$ cat src/rtl/core/bls_pkg.sv
// Shared types and codes for the line stepper.
// No dependencies; used by bls_step, bls_emit and bresenham_line_stepper_top.
package bls_pkg;

  // Request kinds on the input channel.
  localparam logic ACT_LOAD = 1'b0;
  localparam logic ACT_STEP = 1'b1;

  // Octant classes after the endpoints are ordered by x.
  localparam logic [1:0] SLOPE_SHALLOW_UP   = 2'd0;
  localparam logic [1:0] SLOPE_STEEP_UP     = 2'd1;
  localparam logic [1:0] SLOPE_SHALLOW_DOWN = 2'd2;
  localparam logic [1:0] SLOPE_STEEP_DOWN   = 2'd3;

  // Configuration register indexes.
  localparam int unsigned CFG_IDX_BITS = 2;
  localparam logic [CFG_IDX_BITS-1:0] REG_MIRROR_MODE = 2'd0;
  localparam logic [CFG_IDX_BITS-1:0] REG_CENTER_X    = 2'd1;
  localparam logic [CFG_IDX_BITS-1:0] REG_CENTER_Y    = 2'd2;

  // Eightfold reflection slots.
  localparam int unsigned MIRROR_SLOTS = 8;
  localparam int unsigned SLOT_BITS    = $clog2(MIRROR_SLOTS);

  // Per-pixel control handed from the stepper to the emitter.
  typedef struct packed {
    logic mirror;
    logic done;
  } bls_run_t;

endpackage

$ cat src/rtl/core/bls_step.sv
// Line setup and Bresenham stepping state.
// Depends on bls_pkg; feeds the current pixel to bls_emit.
module bls_step #(
  parameter int COORD_BITS = 11
) (
  input  logic                         clk,
  input  logic                         rst_n,
  input  logic                         in_fire,
  input  logic                         in_action,
  input  logic signed [COORD_BITS-1:0] first_x,
  input  logic signed [COORD_BITS-1:0] first_y,
  input  logic signed [COORD_BITS-1:0] second_x,
  input  logic signed [COORD_BITS-1:0] second_y,
  output logic                         pix_fire,
  output logic signed [COORD_BITS-1:0] pix_x,
  output logic signed [COORD_BITS-1:0] pix_y,
  output logic                         pix_done
);

  localparam int SW = COORD_BITS + 1;  // span width
  localparam int DW = COORD_BITS + 5;  // decision width

  logic                         active_r, active_nxt;
  logic signed [COORD_BITS-1:0] cur_x_r, cur_x_nxt, cur_y_r, cur_y_nxt;
  logic signed [COORD_BITS-1:0] stop_x_r, stop_x_nxt, stop_y_r, stop_y_nxt;
  logic signed [SW-1:0]         span_w_r, span_w_nxt, span_h_r, span_h_nxt;
  logic signed [DW-1:0]         decision_r, decision_nxt;
  logic [1:0]                   slope_r, slope_nxt;

  logic                         swap;
  logic signed [COORD_BITS-1:0] ax, ay, bx, by;
  logic signed [SW:0]           w_e, h_e;
  logic signed [DW-1:0]         wl, hl, wr, hr, dec_load;
  logic [1:0]                   slope_load;
  logic                         done;

  // Order endpoints so x never decreases.
  assign swap = first_x > second_x;
  assign ax = swap ? second_x : first_x;
  assign ay = swap ? second_y : first_y;
  assign bx = swap ? first_x : second_x;
  assign by = swap ? first_y : second_y;

  assign span_w_nxt = SW'(bx) - SW'(ax);
  assign span_h_nxt = SW'(by) - SW'(ay);
  assign w_e = (SW + 1)'(span_w_nxt);
  assign h_e = (SW + 1)'(span_h_nxt);
  assign wl  = DW'(span_w_nxt);
  assign hl  = DW'(span_h_nxt);

  always_comb begin
    if (!h_e[SW] && (w_e >= h_e)) begin
      slope_load = bls_pkg::SLOPE_SHALLOW_UP;
      dec_load   = (hl <<< 1) - wl;
    end else if (!h_e[SW]) begin
      slope_load = bls_pkg::SLOPE_STEEP_UP;
      dec_load   = (wl <<< 1) - hl;
    end else if (w_e > -h_e) begin
      slope_load = bls_pkg::SLOPE_SHALLOW_DOWN;
      dec_load   = (hl <<< 1) + wl;
    end else begin
      slope_load = bls_pkg::SLOPE_STEEP_DOWN;
      dec_load   = (wl <<< 1) + hl;
    end
  end

  assign wr = DW'(span_w_r);
  assign hr = DW'(span_h_r);

  assign done = ((slope_r == bls_pkg::SLOPE_SHALLOW_UP) ||
                 (slope_r == bls_pkg::SLOPE_SHALLOW_DOWN)) ? (cur_x_r == stop_x_r)
                                                           : (cur_y_r == stop_y_r);

  assign pix_fire = in_fire && (in_action == bls_pkg::ACT_STEP) && active_r;
  assign pix_x    = cur_x_r;
  assign pix_y    = cur_y_r;
  assign pix_done = done;

  always_comb begin
    active_nxt   = active_r;
    cur_x_nxt    = cur_x_r;
    cur_y_nxt    = cur_y_r;
    stop_x_nxt   = stop_x_r;
    stop_y_nxt   = stop_y_r;
    decision_nxt = decision_r;
    slope_nxt    = slope_r;
    if (in_fire && (in_action == bls_pkg::ACT_LOAD)) begin
      active_nxt   = 1'b1;
      cur_x_nxt    = ax;
      cur_y_nxt    = ay;
      stop_x_nxt   = bx;
      stop_y_nxt   = by;
      decision_nxt = dec_load;
      slope_nxt    = slope_load;
    end else if (pix_fire) begin
      if (done) begin
        active_nxt = 1'b0;
      end else begin
        unique case (slope_r)
          bls_pkg::SLOPE_SHALLOW_UP: begin
            if (decision_r < 0) begin
              decision_nxt = decision_r + (hr <<< 1);
            end else begin
              cur_y_nxt    = cur_y_r + COORD_BITS'(1);
              decision_nxt = decision_r + ((hr - wr) <<< 1);
            end
            cur_x_nxt = cur_x_r + COORD_BITS'(1);
          end
          bls_pkg::SLOPE_STEEP_UP: begin
            if (decision_r < 0) begin
              decision_nxt = decision_r + (wr <<< 1);
            end else begin
              cur_x_nxt    = cur_x_r + COORD_BITS'(1);
              decision_nxt = decision_r + ((wr - hr) <<< 1);
            end
            cur_y_nxt = cur_y_r + COORD_BITS'(1);
          end
          bls_pkg::SLOPE_SHALLOW_DOWN: begin
            if (decision_r < 0) begin
              cur_y_nxt    = cur_y_r - COORD_BITS'(1);
              decision_nxt = decision_r + ((hr + wr) <<< 1);
            end else begin
              decision_nxt = decision_r + (hr <<< 1);
            end
            cur_x_nxt = cur_x_r + COORD_BITS'(1);
          end
          default: begin
            if (decision_r > 0) begin
              cur_x_nxt    = cur_x_r + COORD_BITS'(1);
              decision_nxt = decision_r + ((hr + wr) <<< 1);
            end else begin
              decision_nxt = decision_r + (wr <<< 1);
            end
            cur_y_nxt = cur_y_r - COORD_BITS'(1);
          end
        endcase
      end
    end
  end

  always_ff @(posedge clk) begin
    if (!rst_n) begin
      active_r <= 1'b0;
    end else begin
      active_r <= active_nxt;
    end
  end

  always_ff @(posedge clk) begin
    cur_x_r    <= cur_x_nxt;
    cur_y_r    <= cur_y_nxt;
    stop_x_r   <= stop_x_nxt;
    stop_y_r   <= stop_y_nxt;
    decision_r <= decision_nxt;
    slope_r    <= slope_nxt;
    if (in_fire && (in_action == bls_pkg::ACT_LOAD)) begin
      span_w_r <= span_w_nxt;
      span_h_r <= span_h_nxt;
    end
  end

  // A step that emits the final pixel leaves the stepper idle.
  a_done_goes_idle: assert property (@(posedge clk) disable iff (!rst_n)
    (pix_fire && done) |=> !active_r)
    else $error("stepper still active after final pixel");

endmodule

$ cat src/rtl/core/bls_emit.sv
// Result stage: holds one pixel and emits it once or as eight reflections.
// Depends on bls_pkg; driven by bls_step through the top level.
module bls_emit #(
  parameter int COORD_BITS = 11
) (
  input  logic                         clk,
  input  logic                         rst_n,
  input  logic                         load,
  input  logic signed [COORD_BITS-1:0] load_x,
  input  logic signed [COORD_BITS-1:0] load_y,
  input  bls_pkg::bls_run_t            load_ctl,
  input  logic signed [COORD_BITS-1:0] center_x,
  input  logic signed [COORD_BITS-1:0] center_y,
  output logic                         free,
  output logic                         out_valid,
  input  logic                         out_ready,
  output logic signed [COORD_BITS:0]   out_pixel_x,
  output logic signed [COORD_BITS:0]   out_pixel_y,
  output logic                         out_last_of_run,
  output logic                         out_line_done
);

  localparam int OW = COORD_BITS + 1;

  logic                             valid_r;
  logic [bls_pkg::SLOT_BITS-1:0]    slot_r;
  logic signed [COORD_BITS-1:0]     x_r, y_r;
  bls_pkg::bls_run_t                ctl_r;
  logic                             last;
  logic                             out_fire;
  logic signed [COORD_BITS-1:0]     src_a, src_b;
  logic signed [OW-1:0]             mx, my;

  assign last = !ctl_r.mirror ||
                (slot_r == bls_pkg::SLOT_BITS'(bls_pkg::MIRROR_SLOTS - 1));
  assign out_fire = valid_r && out_ready;
  assign free     = !valid_r || (out_ready && last);

  // Upper four slots swap the roles of x and y; bit 0 negates the x term,
  // bit 1 the y term.
  assign src_a = slot_r[2] ? y_r : x_r;
  assign src_b = slot_r[2] ? x_r : y_r;
  assign mx = slot_r[0] ? (OW'(center_x) - OW'(src_a)) : (OW'(center_x) + OW'(src_a));
  assign my = slot_r[1] ? (OW'(center_y) - OW'(src_b)) : (OW'(center_y) + OW'(src_b));

  assign out_valid       = valid_r;
  assign out_pixel_x     = ctl_r.mirror ? mx : OW'(x_r);
  assign out_pixel_y     = ctl_r.mirror ? my : OW'(y_r);
  assign out_last_of_run = last;
  assign out_line_done   = ctl_r.done;

  always_ff @(posedge clk) begin
    if (!rst_n) begin
      valid_r <= 1'b0;
      slot_r  <= '0;
    end else if (load) begin
      valid_r <= 1'b1;
      slot_r  <= '0;
    end else if (out_fire) begin
      if (last) begin
        valid_r <= 1'b0;
      end
      slot_r <= slot_r + bls_pkg::SLOT_BITS'(1);
    end
  end

  always_ff @(posedge clk) begin
    if (load) begin
      x_r   <= load_x;
      y_r   <= load_y;
      ctl_r <= load_ctl;
    end
  end

  a_load_when_free: assert property (@(posedge clk) disable iff (!rst_n)
    load |-> free)
    else $error("pixel loaded over a run still in flight");

  a_plain_single_slot: assert property (@(posedge clk) disable iff (!rst_n)
    (valid_r && !ctl_r.mirror) |-> (slot_r == '0))
    else $error("plain mode advanced past first slot");

  a_run_drains: assert property (@(posedge clk) disable iff (!rst_n)
    (out_fire && last && !load) |=> !valid_r)
    else $error("result stage stayed valid after final slot");

endmodule

$ cat src/rtl/core/bresenham_line_stepper_top.sv
// Latency: a step request accepted at one edge shows its first result right after it.
// Throughput: one step request per cycle in plain mode while out_ready is high; a step in
// mirror mode holds the result stage for eight reflections (one per cycle with out_ready high), so the next request
// waits. Load requests and steps while idle take one cycle and give no result.
// Reset (rst_n low, synchronous) idles the stepper, empties the result stage and
// clears the configuration registers; no clearing pass is needed.
module bresenham_line_stepper_top #(
  parameter int COORD_BITS = 11
) (
  input  logic                         clk,
  input  logic                         rst_n,
  // configuration write port
  input  logic                         cfg_we,
  input  logic [bls_pkg::CFG_IDX_BITS-1:0] cfg_index,
  input  logic [COORD_BITS-1:0]        cfg_data,
  // request channel
  input  logic                         in_valid,
  output logic                         in_ready,
  input  logic                         in_action,
  input  logic signed [COORD_BITS-1:0] in_first_x,
  input  logic signed [COORD_BITS-1:0] in_first_y,
  input  logic signed [COORD_BITS-1:0] in_second_x,
  input  logic signed [COORD_BITS-1:0] in_second_y,
  // result channel
  output logic                         out_valid,
  input  logic                         out_ready,
  output logic signed [COORD_BITS:0]   out_pixel_x,
  output logic signed [COORD_BITS:0]   out_pixel_y,
  output logic                         out_last_of_run,
  output logic                         out_line_done
);

  logic                         mirror_mode_r;
  logic signed [COORD_BITS-1:0] center_x_r;
  logic signed [COORD_BITS-1:0] center_y_r;

  logic                         in_fire;
  logic                         emit_free;
  logic                         pix_fire;
  logic signed [COORD_BITS-1:0] pix_x, pix_y;
  logic                         pix_done;
  bls_pkg::bls_run_t            pix_ctl;

  // Configuration registers; indexes past the list are dropped.
  always_ff @(posedge clk) begin
    if (!rst_n) begin
      mirror_mode_r <= 1'b0;
      center_x_r    <= '0;
      center_y_r    <= '0;
    end else if (cfg_we) begin
      unique case (cfg_index)
        bls_pkg::REG_MIRROR_MODE: mirror_mode_r <= cfg_data[0];
        bls_pkg::REG_CENTER_X:    center_x_r    <= $signed(cfg_data);
        bls_pkg::REG_CENTER_Y:    center_y_r    <= $signed(cfg_data);
        default: ;
      endcase
    end
  end

  // Take a new request whenever the result stage is empty or hands over its
  // last slot this cycle; the stepper state advances at acceptance, so the
  // next step can follow immediately.
  assign in_ready = emit_free;
  assign in_fire  = in_valid && in_ready;

  bls_step #(
    .COORD_BITS(COORD_BITS)
  ) u_step (
    .clk      (clk),
    .rst_n    (rst_n),
    .in_fire  (in_fire),
    .in_action(in_action),
    .first_x  (in_first_x),
    .first_y  (in_first_y),
    .second_x (in_second_x),
    .second_y (in_second_y),
    .pix_fire (pix_fire),
    .pix_x    (pix_x),
    .pix_y    (pix_y),
    .pix_done (pix_done)
  );

  // Latch the mode with the pixel so its run keeps one shape.
  always_comb begin
    pix_ctl.mirror = mirror_mode_r;
    pix_ctl.done   = pix_done;
  end

  bls_emit #(
    .COORD_BITS(COORD_BITS)
  ) u_emit (
    .clk            (clk),
    .rst_n          (rst_n),
    .load           (pix_fire),
    .load_x         (pix_x),
    .load_y         (pix_y),
    .load_ctl       (pix_ctl),
    .center_x       (center_x_r),
    .center_y       (center_y_r),
    .free           (emit_free),
    .out_valid      (out_valid),
    .out_ready      (out_ready),
    .out_pixel_x    (out_pixel_x),
    .out_pixel_y    (out_pixel_y),
    .out_last_of_run(out_last_of_run),
    .out_line_done  (out_line_done)
  );

endmodule
$ cat config.mk
export PLATFORM = sky130hd
export DESIGN_NAME = bresenham_line_stepper_top
export DESIGN_NICKNAME = d
export VERILOG_FILES = /design/src/rtl/core/bls_pkg.sv /design/src/rtl/core/bls_step.sv /design/src/rtl/core/bls_emit.sv /design/src/rtl/core/bresenham_line_stepper_top.sv
export SDC_FILE = /design/constraint.sdc
export NUM_CORES = 1
export LEC_CHECK = 0
export BUFFER_PORTS_ARGS = -buffer_cell sky130_fd_sc_hd__buf_2
export CAP_MARGIN = 0
export CELL_PAD_IN_SITES_DETAIL_PLACEMENT = 2
export CELL_PAD_IN_SITES_GLOBAL_PLACEMENT = 2
export CORE_ASPECT_RATIO = 0.75
export CORE_UTILIZATION = 40
export CTS_BUF_LIST = sky130_fd_sc_hd__clkbuf_8 sky130_fd_sc_hd__clkbuf_16
export CTS_CLUSTER_SIZE = 14
export DETAILED_ROUTE_END_ITERATION = 8
export PLACE_DENSITY_LB_ADDON = 0.1
export SYNTH_ARGS = -nofsm -noshare
export SYNTH_HDL_FRONTEND = slang
export SYNTH_SLANG_ARGS = --single-unit
$ cat constraint.sdc
create_clock -name clk -period 18.3 [get_ports clk]
set_input_delay 5.49 -clock clk [delete_from_list [all_inputs] [get_ports clk]]
set_output_delay 5.49 -clock clk [all_outputs]
set_load 0.01 [all_outputs]
Word-level counts from Yosys, hierarchy flattened. Cells that the tools add are included. W data, S select, Z words.

Bits in registers: 138. Bits in latches: 0. RAM bits: 0. ROM bits: 0. Input bits: 63. Logic and storage cells: 134. Memories kept: 0.

$add $sub $neg: 23. $mul: 0. Div/mod/pow operators: 0. Magnitude comparators: 5. Equality and inequality tests: 11. Shift-type cells: 0. Mux-type cells: 42. Bitwise logic cells: 3. Reductions and logical operators: 31.

Operators by type and width (count): $mux W11 (16); $mux W16 (10); $add A16 B14 Y16 (3); $mux W12 (4); $pmux W16 S3 (1); $sub A11 B11 Y12 (4); $pmux W11 S3 (1); $add A16 B13 Y16 (2); $add A13 B12 Y14 (2); $sub A13 B12 Y14 (2); $sub A12 B12 Y13 (2); $add A11 B11 Y12 (2); $add A11 B2 Y11 const B (2); $eq A11 B11 Y1 (2); $pmux W11 S2 (1); $gt A16 B1 Y1 const B (1); $lt A16 B1 Y1 const B (1); $add A12 B12 Y13 (1); $gt A12 B13 Y1 (1); $neg A12 Y13 (1); $ge A12 B12 Y1 (1); $reduce_and A2 Y1 (6); $gt A11 B11 Y1 (1); $sub A11 B2 Y11 const B (1); 16 further kinds (47).

Depth between registers and ports, before layout.
Word-level depth: 9. Depth in mapped cells: 33. Gate-level depth less buffers: 29.

Hierarchy. Synthesis repeated with hierarchy kept, for this count alone.

Cell total of the unflattened synthesis: 2200. Area total of the unflattened synthesis: 18081.1 sq um.

By module, submodules not included: bls_step (times used 1, cells each 1787, area an instance 14209.9 sq um); bls_emit (times used 1, cells each 323, area an instance 2981.6 sq um); bresenham_line_stepper_top (times used 1, cells each 90, area an instance 889.6 sq um).

Worst setup path after synthesis. OpenSTA, ideal clock, no wires.

Path type: input port to flip-flop. From: input port in_second_x[8]. To: register u_step.decision_r[11] (data pin). Library setup time: 0.342 ns. Arrival time: 11.197 ns. Required time: 17.958 ns. Path slack: 6.761 ns. Stages: 30. Buffers on the path: 4. Cell sequence: inv_1 ha_1 buf_2 a21o_1 a2111oi_4 nor2_2 o21ai_2 buf_4 clkbuf_1 and2_1 mux2i_1 ha_1 a311o_1 nor2_1 a311oi_1 a211oi_2 a31o_2 xor2_1 nor3b_1 xnor2_1 ha_1 or3_1 a21oi_1 a31oi_1 a21boi_0 a41o_1 buf_1 a211o_1 o21ai_0 a21oi_1.

Longest elaborated chain between the ends: 9.

RTL lines: from (decl) (line bresenham_line_stepper_top.sv:22) `input logic signed [COORD_BITS-1:0] in_second_x,`; $gt A11 B11 Y1 (*) (line bls_step.sv:38) `assign swap = first_x > second_x;`; $mux W11, on equally long branches (line bls_step.sv:42, bls_step.sv:40); $sub A11 B11 Y12 (*) (line bls_step.sv:45) `assign span_h_nxt = SW'(by) - SW'(ay);`; via u_step.span_h_nxt[10] (line bls_step.sv:26) `logic signed [SW-1:0] span_w_r, span_w_nxt, span_h_r, span_h_nxt;`; $neg A12 Y13 (line bls_step.sv:58) `end else if (w_e > -h_e) begin`; $gt A12 B13 Y1 (line bls_step.sv:58); $mux W16 (line bls_step.sv:58); $mux W16 (line bls_step.sv:55) `end else if (!h_e[SW]) begin`; $mux W16 (*) (line bls_step.sv:52) `if (!h_e[SW] && (w_e >= h_e)) begin`; $mux W16 (*) (line bls_step.sv:87) `if (in_fire && (in_action == bls_pkg::ACT_LOAD)) begin`; via u_step.decision_nxt[11] (line bls_step.sv:27) `logic signed [DW-1:0] decision_r, decision_nxt;`; to (signal assigned) (line bls_step.sv:154) `decision_r <= decision_nxt;`; to (decl) (line bls_step.sv:27).

The timed path passes the listed nets; every way through them passes the cells marked *. A chain may end at the register's enable or synchronous reset.

Worst setup path in the final report.
From: input port in_second_x[9]. To: register u_step.decision_r[12] (data pin).

The elaborated chain is that of the path after synthesis.

==> flow_metrics.env <==
export IMPL_outcome="finished clean"
export IMPL_fin_crit_sh_pct=68.8
export IMPL_grt_setup_unrepaired="false"
export IMPL_cts_resized=0
export IMPL_die_w_um=243
export IMPL_fp_coreArea_mm2=0.0425
export IMPL_critPathMaxStageDelay_ns=0.79
export IMPL_clk_pin_slew_ns=0.06
export IMPL_cts_tree="yes"
export IMPL_final_net_count=2477
export IMPL_hold_viol_final=0
export IMPL_seq_area_frac_synth_pct=22.2
export IMPL_hpwl_um=55400
export IMPL_skew_ns=0.0141
export IMPL_vias_per_cell=5.92
export IMPL_port_buffers=90
export IMPL_final_cell_mix="225 x ha_1, 188 x nand2_1, 168 x a21oi_1"
export IMPL_postCtsSetupRepairBufs=0
export IMPL_critical_path_class="input port to register"
export IMPL_startpoint_type="input port"
export IMPL_crit_top_cell="ha_1"
export IMPL_cp_max_fo=38
export IMPL_clk_latency_ns=0.46
export IMPL_drc=0
export IMPL_vias=16300
export IMPL_die_area_mm2=0.0444
export IMPL_internal_power_uw=1260
export IMPL_yosysWarnings=0
export IMPL_worst_pin_slew_ns=1.30
export IMPL_numCtsBuffers=17
export IMPL_grt_pass1_vias=17500
export IMPL_swShare_pct=50.1
export IMPL_p_seq_share_pct=18.0
export IMPL_grt_max_degree=63
export IMPL_diodes=0
export IMPL_grt_overflow=0
export IMPL_wirelength_um=67800
export IMPL_setup_viol=0
export IMPL_antenna_left=0
export IMPL_required_ns=18.46
export IMPL_fin_setup_tns_ns=0
export IMPL_hold_buffers=0
export IMPL_synthCells=2124
export IMPL_slowest_stage="a41o_1"
export IMPL_async_reset_ff_share_pct=0
export IMPL_ios=91
export IMPL_hp_class="register to register"
export IMPL_holdWs_ns=0.503
export IMPL_synth_fp_nets=2427
export IMPL_syn_avg_cell_area_um2=8.21
export IMPL_root_buffer="clkbuf_16"
export IMPL_place_gp_congestion=0.861
export IMPL_rows=65
export IMPL_vdd_ir_drop_max_uv=78.8
export IMPL_final_area_mm2=0.0190
export IMPL_p_leak_uw=0.00814
export IMPL_start_util_pct=41.0
export IMPL_synth_seq_cells=138
export IMPL_powerDensity_mw_per_mm2=133
export IMPL_grt_pass1_wl_um=104000
export IMPL_cap_violations=0
export IMPL_min_period_ns=12.58
export IMPL_drive_gt1_share_pct=8.42
export IMPL_switchingPower_uw=1270
export IMPL_yosysTopAreaCell="edfxtp_1"
export IMPL_synthFlopType="edfxtp_1"
export IMPL_cts_sinks=138
export IMPL_pwr_share_comb_pct=68.6
export IMPL_grt_usage_pct=30.5
export IMPL_yosysUniqueCellTypes=78
export IMPL_worstPathArrival_ns=12.75
export IMPL_placed_cell_area_mm2=0.0184
export IMPL_synth_top_cells_by_area="edfxtp_1 19%, ha_1 16%, xnor2_1 7.7%, a21oi_1 4.8%, xor2_1 4.1%"
export IMPL_antenna_found_initial=1
export IMPL_clock_power_share_pct=13.5
export IMPL_h_tree_depth=4
export IMPL_synth_edf_count=110
export IMPL_drtIter0Drc=1064
export IMPL_die_h_um=183
export IMPL_slew_viol_final=0
export IMPL_synthDominantCellAreaShare_pct=18.9
export IMPL_end_kind="register"
export IMPL_ctsLongestPathBuffers=2
export IMPL_mostFrequentLayoutCell="ha_1"
export IMPL_fmax_ghz=0.0795
export IMPL_firstDrtPassIters=5
export IMPL_area_growth_pct=8.92
export IMPL_slew_headroom_pct=13.3
export IMPL_netlist_area_mm2=0.0174
export IMPL_wl_per_cell_um=24.6
## synthesized netlist by cell type, drive strengths merged, types with 28 or more instances
master / instances
ha: 225
xor2: 82
a31oi: 34
mux2i: 51
nand2b: 53
clkbuf: 60
edfxtp: 110
nand3: 36
nand2: 188
xnor2: 154
inv: 147
a21o: 42
nor2: 168
o21ai: 109
a21oi: 169
nor3: 59
nor2b: 51
dfxtp: 28
## routing by layer
metal	track usage (%)	vias to the layer above	share of wire, %	wire length, um
met5	0	-	0	0
met4	6.29	0	1.3	873
met3	3.00	50	4.0	2690
met2	48.2	296	44	29900
met1	44.7	8298	51	34400
li1	-	7669	-	-
## power by group through the flow
stage | Clock (uW) | Combinational (uW) | Sequential (uW)
floorplan | 0 | 1210 | 426
global placement | 0 | 1610 | 456
detailed placement | 0 | 1700 | 459
CTS | 345 | 1720 | 453
global route | 355 | 1890 | 459
finish | 341 | 1740 | 456
## metrics by stage
step,setup WS [ns],power [uW],utilization [%],instances
2_1_floorplan,6.76,1640,-,2124
3_3_place_gp,5.48,2060,43.3,2724
3_5_place_dp,5.24,2160,43.3,2724
4_1_cts,5.72,2520,44.6,2755
5_1_grt,4.99,2710,44.6,2755
6_report,5.72,2530,44.6,2755
## final cells by class
type,count,area [um2]
Timing Repair Buffer,109,593
Multi-Input combinational cell,1759,12700
Inverter,149,561
Clock inverter,14,133
Fill cell,4825,23500
Tap cell,569,712
Sequential cell,138,3860
Clock buffer,17,425
## final timing paths
| kind | start | end | slack [ns] | cells past startpoint |
|---|---|---|---|---|
| setup / recovery | in_second_x[9] | u_step.decision_r[12] | 5.72 | 29 |
| hold / removal | center_x_r[2] | center_x_r[2] | 0.50 | 2 |
| setup reg to reg | u_step.span_h_r[1] | u_step.decision_r[15] | 12.64 | 21 |
| hold reg to reg | center_x_r[2] | center_x_r[2] | 0.50 | 2 |
## critical path, delay by kind of cell
kind            cells  cell delay (ns)
mux                 2             0.19
buf+inv             4             0.80
compound gates     11             2.80
fa+ha+maj           3             1.04
simple gates        6             1.48
xor+xnor            3             0.90
## cells by family (layout without fill, tap and decap cells)
| group | Yosys count | count (layout) | share of synthesized area [%] |
|---|---|---|---|
| simple gates | 638 | 638 | 17.3 |
| compound gates | 562 | 562 | 20.8 |
| fa+ha+maj | 248 | 248 | 18.3 |
| flops | 138 | 138 | 22.2 |
| mux | 75 | 75 | 4.50 |
| buf+inv | 227 | 289 | 5.03 |
| xor+xnor | 236 | 236 | 11.9 |
## sequential cells by signal, indices dropped and copies added (netlist names), 2 cells and up
register	flops
center_x_r	11
center_y_r	11
u_emit.slot_r	3
u_emit.x_r	11
u_emit.y_r	11
u_step.decision_r	16
u_step.pix_x	11
u_step.pix_y	11
u_step.slope_r	2
u_step.span_h_r	12
u_step.span_w_r	12
u_step.stop_x_r	11
u_step.stop_y_r	11
Note: power is estimated with default switching activity, not from simulation.
